[config.mk]
export PLATFORM = sky130hd
export DESIGN_NAME = moving_average_motion_magnitude_core
export DESIGN_NICKNAME = d
export VERILOG_FILES = /design/src/design/mamm_pkg.sv /design/src/design/moving_average_motion_magnitude_core.sv
export VERILOG_INCLUDE_DIRS = /design/src /design/src/design
export SDC_FILE = /design/constraint.sdc
export NUM_CORES = 2
export LEC_CHECK = 0
export BUFFER_PORTS_ARGS = -buffer_cell sky130_fd_sc_hd__buf_2
export CAP_MARGIN = 40
export CORE_MARGIN = 4
export CORE_UTILIZATION = 63
export DETAILED_ROUTE_END_ITERATION = 8
export HOLD_SLACK_MARGIN = 0.12
export PLACE_DENSITY_LB_ADDON = 0.2
export SETUP_SLACK_MARGIN = 0.3
export SKIP_CTS_REPAIR_TIMING = 1
export SYNTH_ARGS = -nofsm -noshare
export SYNTH_HDL_FRONTEND = slang
export SYNTH_SLANG_ARGS = --single-unit
[constraint.sdc]
create_clock -name clk_i -period 23.1 [get_ports clk_i]
set_input_delay 3.465 -clock clk_i [delete_from_list [all_inputs] [get_ports clk_i]]
set_output_delay 3.465 -clock clk_i [all_outputs]
set_load 0.05 [all_outputs]
[src/design/moving_average_motion_magnitude_core_defines.svh]
// Assertion macros shared by the motion magnitude core.
`ifndef MOVING_AVERAGE_MOTION_MAGNITUDE_CORE_DEFINES_SVH
`define MOVING_AVERAGE_MOTION_MAGNITUDE_CORE_DEFINES_SVH

// Same-cycle implication, checked on clk_i and disabled while in reset.
`define MAMM_ASSERT_NOW(lbl, ante, cons) \
  lbl: assert property (@(posedge clk_i) disable iff (!rst_ni) (ante) |-> (cons)) \
    else $error("motion magnitude core: same-cycle check failed");

// Next-cycle implication, checked on clk_i and disabled while in reset.
`define MAMM_ASSERT_NEXT(lbl, ante, cons) \
  lbl: assert property (@(posedge clk_i) disable iff (!rst_ni) (ante) |=> (cons)) \
    else $error("motion magnitude core: next-cycle check failed");

`endif

[src/design/mamm_pkg.sv]
// Types and constants for the moving-average motion magnitude core.
package mamm_pkg;

  // Window length and the widths that follow from it.
  localparam int unsigned Window   = 13;
  localparam int unsigned NumAxes  = 3;
  localparam int unsigned SampleW  = 16;
  localparam int unsigned WinBits  = $clog2(Window);
  localparam int unsigned SumW     = SampleW + WinBits;
  localparam int unsigned PosW     = (WinBits > 0) ? WinBits : 1;
  localparam int unsigned OutW     = SampleW + 2;

  // Division of a window sum magnitude by Window through a reciprocal multiply.
  // The shift is large enough that the rounded-up reciprocal is exact over
  // every magnitude below 2**(SumW-1).
  localparam int unsigned DivShift = (SumW - 1) + WinBits;
  localparam longint unsigned DivRecip =
    ((longint'(1) << DivShift) + longint'(Window) - 1) / longint'(Window);
  localparam int unsigned RecipW   = DivShift - WinBits + 1;
  localparam int unsigned ProdW    = (SumW - 1) + RecipW;
  localparam int unsigned QuotW    = SampleW;

  typedef logic signed [SampleW-1:0] sample_t;
  typedef logic signed [SumW-1:0]    sum_t;
  typedef logic [PosW-1:0]           pos_t;
  typedef logic [QuotW-1:0]          quot_t;
  typedef logic [OutW-1:0]           mag_t;

endpackage

[src/design/moving_average_motion_magnitude_core.sv]
// Moving-average motion magnitude core: per-axis window average and deviation sum.
//
//   channel  direction  handshake                  payload
//   in       sink       in_valid_i / in_stall_o    x_sample_i, y_sample_i, z_sample_i
//   out      source     out_valid_o / out_stall_i  motion_magnitude_o
//
// One transaction is accepted per cycle while the output is not stalled; each result passes
// through the input register, quotient register and result register before it is offered.
// The running sums and histories update in the accept cycle, so consecutive samples
// need no gap. Reset clears the histories, sums, write position and all valid bits.
// A stall on the output backs up through the pipeline; bubbles are squeezed out
// before the input channel is stalled.
`include "moving_average_motion_magnitude_core_defines.svh"

module moving_average_motion_magnitude_core (
  input  logic                         clk_i,
  input  logic                         rst_ni,
  input  logic                         in_valid_i,
  output logic                         in_stall_o,
  input  logic signed [15:0]           x_sample_i,
  input  logic signed [15:0]           y_sample_i,
  input  logic signed [15:0]           z_sample_i,
  output logic                         out_valid_o,
  input  logic                         out_stall_i,
  output logic [17:0]                  motion_magnitude_o
);

  // Pipeline control.
  logic s1_valid_q, s2_valid_q, out_valid_q;
  logic rdy_out, rdy2, rdy1, in_acc;

  // Window state.
  mamm_pkg::sample_t hist_q [mamm_pkg::NumAxes][mamm_pkg::Window];
  mamm_pkg::sum_t    sum_q  [mamm_pkg::NumAxes];
  mamm_pkg::sum_t    sum_d  [mamm_pkg::NumAxes];
  mamm_pkg::pos_t    pos_q, pos_d;

  // Stage payloads.
  mamm_pkg::sample_t in_sample [mamm_pkg::NumAxes];
  mamm_pkg::sample_t s1_sample_q [mamm_pkg::NumAxes];
  mamm_pkg::sum_t    s1_sum_q    [mamm_pkg::NumAxes];
  mamm_pkg::sample_t s2_sample_q [mamm_pkg::NumAxes];
  mamm_pkg::quot_t   s2_qmag_q   [mamm_pkg::NumAxes];
  logic              s2_neg_q    [mamm_pkg::NumAxes];
  mamm_pkg::quot_t   qmag_d      [mamm_pkg::NumAxes];
  logic              neg_d       [mamm_pkg::NumAxes];
  mamm_pkg::mag_t    mag_d, mag_q;
  logic              qmag_ok;

  assign in_sample[0] = x_sample_i;
  assign in_sample[1] = y_sample_i;
  assign in_sample[2] = z_sample_i;

  // Ready chain from the output register back to the input.
  assign rdy_out    = !out_valid_q || !out_stall_i;
  assign rdy2       = !s2_valid_q || rdy_out;
  assign rdy1       = !s1_valid_q || rdy2;
  assign in_stall_o = !rdy1;
  assign in_acc     = in_valid_i && rdy1;

  // Running sum update: add the new sample and drop the one it overwrites.
  always_comb begin
    for (int a = 0; a < mamm_pkg::NumAxes; a++) begin
      sum_d[a] = sum_q[a] + mamm_pkg::SumW'(in_sample[a])
               - mamm_pkg::SumW'(hist_q[a][pos_q]);
    end
    if (pos_q == mamm_pkg::PosW'(mamm_pkg::Window - 1)) begin
      pos_d = '0;
    end else begin
      pos_d = pos_q + mamm_pkg::PosW'(1);
    end
  end

  // Valid bits, histories, sums and write position.
  always_ff @(posedge clk_i or negedge rst_ni) begin
    if (!rst_ni) begin
      s1_valid_q  <= 1'b0;
      s2_valid_q  <= 1'b0;
      out_valid_q <= 1'b0;
      pos_q       <= '0;
      for (int a = 0; a < mamm_pkg::NumAxes; a++) begin
        sum_q[a] <= '0;
        for (int i = 0; i < mamm_pkg::Window; i++) begin
          hist_q[a][i] <= '0;
        end
      end
    end else begin
      if (rdy1) begin
        s1_valid_q <= in_valid_i;
      end
      if (rdy2) begin
        s2_valid_q <= s1_valid_q;
      end
      if (rdy_out) begin
        out_valid_q <= s2_valid_q;
      end
      if (in_acc) begin
        pos_q <= pos_d;
        for (int a = 0; a < mamm_pkg::NumAxes; a++) begin
          sum_q[a]         <= sum_d[a];
          hist_q[a][pos_q] <= in_sample[a];
        end
      end
    end
  end

  // Divide each window sum by the window length, truncating toward zero.
  always_comb begin
    logic [mamm_pkg::SumW-2:0]  mag;
    logic [mamm_pkg::ProdW-1:0] prod;
    for (int a = 0; a < mamm_pkg::NumAxes; a++) begin
      neg_d[a] = s1_sum_q[a][mamm_pkg::SumW-1];
      if (neg_d[a]) begin
        mag = (mamm_pkg::SumW - 1)'(-s1_sum_q[a]);
      end else begin
        mag = s1_sum_q[a][mamm_pkg::SumW-2:0];
      end
      prod      = mamm_pkg::ProdW'(mag) * mamm_pkg::ProdW'(mamm_pkg::DivRecip);
      qmag_d[a] = prod[mamm_pkg::DivShift +: mamm_pkg::QuotW];
    end
  end

  // Sum of the three absolute deviations of sample from average.
  always_comb begin
    logic signed [mamm_pkg::SampleW:0]   avg;
    logic signed [mamm_pkg::SampleW+1:0] diff;
    logic [mamm_pkg::SampleW:0]          adiff;
    mag_d = '0;
    for (int a = 0; a < mamm_pkg::NumAxes; a++) begin
      if (s2_neg_q[a]) begin
        avg = -$signed({1'b0, s2_qmag_q[a]});
      end else begin
        avg = $signed({1'b0, s2_qmag_q[a]});
      end
      diff = (mamm_pkg::SampleW + 2)'(avg) - (mamm_pkg::SampleW + 2)'(s2_sample_q[a]);
      if (diff[mamm_pkg::SampleW+1]) begin
        adiff = (mamm_pkg::SampleW + 1)'(1) + (mamm_pkg::SampleW + 1)'(~diff);
      end else begin
        adiff = diff[mamm_pkg::SampleW:0];
      end
      mag_d = mag_d + mamm_pkg::OutW'(adiff);
    end
  end

  // Payload registers, loaded as each stage advances.
  always_ff @(posedge clk_i) begin
    if (in_acc) begin
      for (int a = 0; a < mamm_pkg::NumAxes; a++) begin
        s1_sample_q[a] <= in_sample[a];
        s1_sum_q[a]    <= sum_q[a];
      end
    end
    if (rdy2 && s1_valid_q) begin
      for (int a = 0; a < mamm_pkg::NumAxes; a++) begin
        s2_sample_q[a] <= s1_sample_q[a];
        s2_qmag_q[a]   <= qmag_d[a];
        s2_neg_q[a]    <= neg_d[a];
      end
    end
    if (rdy_out && s2_valid_q) begin
      mag_q <= mag_d;
    end
  end

  assign out_valid_o        = out_valid_q;
  assign motion_magnitude_o = mag_q;

  // Every quotient magnitude stays within the sample range.
  always_comb begin
    qmag_ok = 1'b1;
    for (int a = 0; a < mamm_pkg::NumAxes; a++) begin
      if (s2_qmag_q[a] > mamm_pkg::QuotW'(1 << (mamm_pkg::SampleW - 1))) begin
        qmag_ok = 1'b0;
      end
    end
  end

  `MAMM_ASSERT_NOW(a_pos_range, 1'b1, pos_q < mamm_pkg::PosW'(mamm_pkg::Window))
  `MAMM_ASSERT_NEXT(a_accept_fills_stage, in_acc, s1_valid_q)
  `MAMM_ASSERT_NEXT(a_stalled_result_kept, out_valid_o && out_stall_i, out_valid_o)
  `MAMM_ASSERT_NOW(a_quotient_range, s2_valid_q, qmag_ok)

endmodule
Word-level counts from Yosys, hierarchy flattened. Memory sizes are Yosys's and may differ from the RTL's. Cells that the tools add are included.

Register bits after elaboration: 709. Latch bits: 0. RAM bits: 207. Memory bits (read-only): 0. Input bits: 52. Output and inout port bits: 20. Word-level logic and storage cells: 123. Memories: 5.

Add/subtract/negate cells: 21. Multipliers: 3. Div/mod/pow operators: 0. Magnitude comparators: 2. Equal/unequal tests: 1. Shift-type cells: 0. Multiplexer cells: 28. Bitwise operators: 4. Reductions and logical operators: 12.

Memory list: s1_sum_q (depth 3, bits a word 20, read ports 3, clocked after Yosys merged registers in 0, write ports 3, line moving_average_motion_magnitude_core.sv:41) `mamm_pkg::sum_t s1_sum_q [mamm_pkg::NumAxes];`; s1_sample_q (depth 3, bits a word 16, read ports 3, clocked after Yosys merged registers in 0, write ports 3, line moving_average_motion_magnitude_core.sv:40) `mamm_pkg::sample_t s1_sample_q [mamm_pkg::NumAxes];`; s2_qmag_q (depth 3, bits a word 16, read ports 3, clocked after Yosys merged registers in 0, write ports 3, line moving_average_motion_magnitude_core.sv:43) `mamm_pkg::quot_t s2_qmag_q [mamm_pkg::NumAxes];`; s2_sample_q (depth 3, bits a word 16, read ports 3, clocked after Yosys merged registers in 0, write ports 3, line moving_average_motion_magnitude_core.sv:42) `mamm_pkg::sample_t s2_sample_q [mamm_pkg::NumAxes];`; s2_neg_q (depth 3, bits a word 1, read ports 3, clocked after Yosys merged registers in 0, write ports 3, line moving_average_motion_magnitude_core.sv:44) `logic s2_neg_q [mamm_pkg::NumAxes];`.

Operators by type and width (number): 208-bit bitwise mux (3); 16-bit binary-select mux with 4-bit select (3); 19-bit by 19-bit multiplier with 38-bit output (second input constant) (3); 16-bit 2-to-1 mux (7); 17-bit 2-to-1 mux (6); 16-bit demux with 4-bit select (1); 20-bit by 16-bit adder with 20-bit output (3); 20-bit by 16-bit subtractor with 20-bit output (3); 19-bit 2-to-1 mux (3); 19-bit negation (3); 17-bit by 16-bit subtractor with 18-bit output (3); 2-bit by 17-bit adder with 17-bit output (first input constant) (3); 16-bit negation with 17-bit output (3); 17-bit inverter (3); 17-bit by 17-bit adder with 18-bit output (1); 18-bit by 17-bit adder with 18-bit output (1); 5-bit greater-or-equal comparator (second input constant) (1); 1-bit logical NOT (5); 5-bit by 1-bit < comparator with 1-bit output (second input constant) (1); 4-bit inverter with 5-bit output (1); 4-bit by 1-bit adder with 4-bit output (second input constant) (1); 4-bit == test (second input constant) (1); 1-bit logical AND (4); 1-bit 2-to-1 mux (4); 2 further kinds (4).

Logic depth before layout (Yosys ltp). An unclocked memory read counts as a cell.

Depth after elaboration: 9. Gate-level depth with buffers: 32. Depth with buffers taken out: 31.

Worst setup path before layout. OpenSTA, ideal clock, no wires.

Kind: input-to-reg. From: in out_stall_i. To: mem s1_sample_q[0][0] (netlist bit) (enable). Library setup time: 512 ps. Arrival: 7328 ps. Data required time: 22588 ps. Setup slack: 15260 ps. Cell stages on the path: 5. Path buffers: 2. Path through: nand4_1 -> nand2_1 -> inv_1 -> clkbuf_1 -> clkbuf_1.

RTL lines: from (decl) (line moving_average_motion_magnitude_core.sv:24) `input logic out_stall_i,`; to (decl) (line moving_average_motion_magnitude_core.sv:40).

==> flow_metrics.tcl <==
set metrics [dict create \
    status "finished, final reports clean" \
    rsz0062_at_grt "no" \
    htree_levels 3 \
    clock_latency_ps 680 \
    viasPerCell 5.79 \
    num_rows 117 \
    async_flop_share_pct 75.4 \
    syn_to_final_growth_pct 7.85 \
    grt_pass1_wl_mm 251 \
    nets 7359 \
    maxSlewViolCount 0 \
    hold_class "register to register" \
    synth_cell_type_count 87 \
    syn_inst 6295 \
    synth_area_sq_um 64800 \
    die_w_um 329 \
    met2_usage_pct 47.6 \
    grt_use_total_pct 29.6 \
    reg2reg_slack_ps 14370 \
    top_usage_layer "met2" \
    yosysSeqAreaShare_pct 37.1 \
    startpoint_type "register" \
    slowest_delay_ps 640 \
    hold_ws_ps 411 \
    end_kind "register" \
    tns_ps 0 \
    reg2reg_depth 29 \
    synthFlopType "dfrtp_1" \
    gr-usage-met3_pct 5.13 \
    max_slew_margin_pct 32.6 \
    worstMarginPinSlew_ps 1010 \
    ant_nets 0 \
    antenna_found_initial 5 \
    fin_util_pct 68.5 \
    cts-buffers-inserted 95 \
    required_ps 23510 \
    wl_mm 156 \
    grt_overflow_total 0 \
    layout-drive-gt1-share_pct 8.24 \
    worstHoldEndpoint "s2_sample_q[0][13]$_DFFE_PP_" \
    drcViolationCount 0 \
    io_buffer_count 71 \
    post-dp-hpwl_mm 112 \
    clkTransAtPathRegs_ps 70 \
    synth_top_area_share_pct 26.7 \
    vias 44600 \
    skew_ps 32.4 \
    place_inst 7522 \
    core_sq_um 102000 \
    fin_crit_sh_pct 37.8 \
    die_h_um 329 \
    maxClockFrequency_ghz 0.115 \
    drv_cap 0 \
    syn_avg_cell_area_sq_um 10.3 \
    dieArea_sq_um 108000 \
    fin_cells 7702 \
    drtPass1Iterations 6 \
    hold_viol 0 \
    timing.rr.start "s1_sum_q[0][0]$_DFFE_PP_" \
    synth_fp_nets 7401 \
    setup_violations 0 \
    ys_seq_elements 916 \
    cp.arrival_ps 9140 \
    grt_pass1_vias 45300 \
    yosys_warnings 0 \
    cpMostUsedCell "inv_1" \
    critPathKind "register to register" \
    cts.path.max_buffers 3 \
    io_pins 72 \
    use_met1_pct 42.5 \
    synth_top_area_cell "dfrtp_1" \
    cp_slowest_cell "xor2_1" \
    synthTopCellsByArea "dfrtp_1 27%, fa_1 13%, ha_1 12%, edfxtp_1 10%, o21ai_0 6.0%" \
    crit_path_max_fanout 8 \
    min-delay-start "s1_sample_q[0][13]$_DFFE_PP_" \
    cts.sinks 916 \
    tritoncts "yes" \
    place.gp.congestion 0.970 \
    worstReg2RegEnd "s2_qmag_q[0][15]$_DFFE_PP_" \
    drt-initial-drc-count 3195 \
    fillers 7633 \
    drt-wirelength-per-cell_um 20.2 \
    post-route-min-period_ps 8730 \
    grt_max_degree 190 \
    min_path_cells 0 \
    cts_root_buffer "clkbuf_16" \
    synth_edf_count 225 \
    start_util_pct 63.5 \
]
worst max-delay path by stage:
stage / start / end / slack (ps)
finish: s1_sum_q[0][0]$_DFFE_PP_ / s2_qmag_q[0][15]$_DFFE_PP_ / 14370
floorplan: out_stall_i / s1_sample_q[0][0]$_DFFE_PP_ / 15260
global placement: s1_sum_q[0][0]$_DFFE_PP_ / s2_qmag_q[0][15]$_DFFE_PP_ / 14530
CTS: s1_sum_q[0][0]$_DFFE_PP_ / s2_qmag_q[0][15]$_DFFE_PP_ / 14370
global route: s1_sum_q[0][0]$_DFFE_PP_ / s2_qmag_q[0][15]$_DFFE_PP_ / 13920
detailed placement: s1_sum_q[0][0]$_DFFE_PP_ / s2_qmag_q[0][15]$_DFFE_PP_ / 14380
layer usage:
layer / up-vias / part of all wire [%]
li1: 20900 / -
met1: 22100 / 44
met2: 1248 / 47
met3: 247 / 6.8
met4: 0 / 2.6
met5: - / 0
critical path: cells and delay by family (launching register included):
kind / cells / cell delay [ps]
fa+ha+maj: 8 / 3360
buf+inv: 7 / 680
simple gates: 4 / 1020
xor+xnor: 2 / 740
compound gates: 8 / 2140
flops: 1 / 550
sequential cells by signal (all words and copies together), names as in the netlist:
register,flops
s2_qmag_q,48
s2_valid_q,1
out_valid_o,1
s1_sample_q,48
s2_sample_q,48
s2_neg_q,3
s1_sum_q,60
sum_q,60
pos_q,4
hist_q,624
motion_magnitude_o,18
s1_valid_q,1
layout make-up:
cell class	count	area (sq um)	share of cell area [%]
Clock inverter	46	519	0.743
Multi-Input combinational cell	4078	36000	51.5
Timing Repair Buffer	129	1000	1.44
Tap cell	1368	1710	2.45
Inverter	1033	3880	5.55
Antenna cell	2	5.00	0.00716
Clock buffer	130	2720	3.90
Sequential cell	916	24100	34.4
cell usage after synthesis, types with 40 or more instances:
cell      instances
xnor2_1         192
inv_1          1031
clkbuf_1        221
edfxtp_1        225
fa_1            422
a21o_1           71
buf_1            44
ha_1            632
a22oi_1          47
a21oi_1         132
mux4_2          144
mux2_2           40
xor2_1          114
nor2_1          131
nor3_1           50
nand2_1         773
dfrtp_1         691
mux2i_1          53
o21ai_0         782
kinds of logic (layout without fill, tap and decap cells):
kind of cell,after synthesis,after routing,share of synthesized area (%)
buffers and inverters,1301,1338,7.54
AO/OA/AOI/OAI,1279,1279,11.5
AND/OR/NAND/NOR,1202,1202,8.04
adder cells (fa/ha/maj),1054,1054,25.2
flip-flops,916,916,37.1
XOR/XNOR,306,306,4.13
multiplexers,237,237,6.52
other,0,2,0
placed cells by master, fill, tap and decap left out, types with 17 or more instances in the layout:
cell type / instances
a21oi_1: 132
inv_1: 1030
nand3_1: 36
o21ai_0: 782
and3_1: 21
nor3_1: 49
o31ai_1: 34
mux2i_1: 53
nand4_1: 19
nor2b_1: 24
clkbuf_1: 18
nand2b_1: 33
mux2_2: 40
edfxtp_1: 225
ha_1: 632
clkinv_2: 20
fa_1: 422
and2_1: 20
buf_4: 42
a22oi_1: 47
xnor2_1: 192
o21a_1: 30
dfrtp_1: 687
nor2_1: 131
clkbuf_16: 99
nand2_1: 760
a21o_1: 71
buf_2: 73
or2_2: 19
xor2_1: 114
mux4_2: 144
o21ai_1: 17
or3_1: 29
a31oi_1: 20
through the flow:
step           setup WS, ps  instance area [sq um]
6_report              14370                  69900
5_1_grt               13920                  69900
4_1_cts               14370                  69900
3_5_place_dp          14380                  66700
3_3_place_gp          14530                  66300
2_1_floorplan         15260                  64800
Power is left out: the tool's default activity adds up to more than one toggle a clock period on the data nets, which glitch-free logic cannot reach.
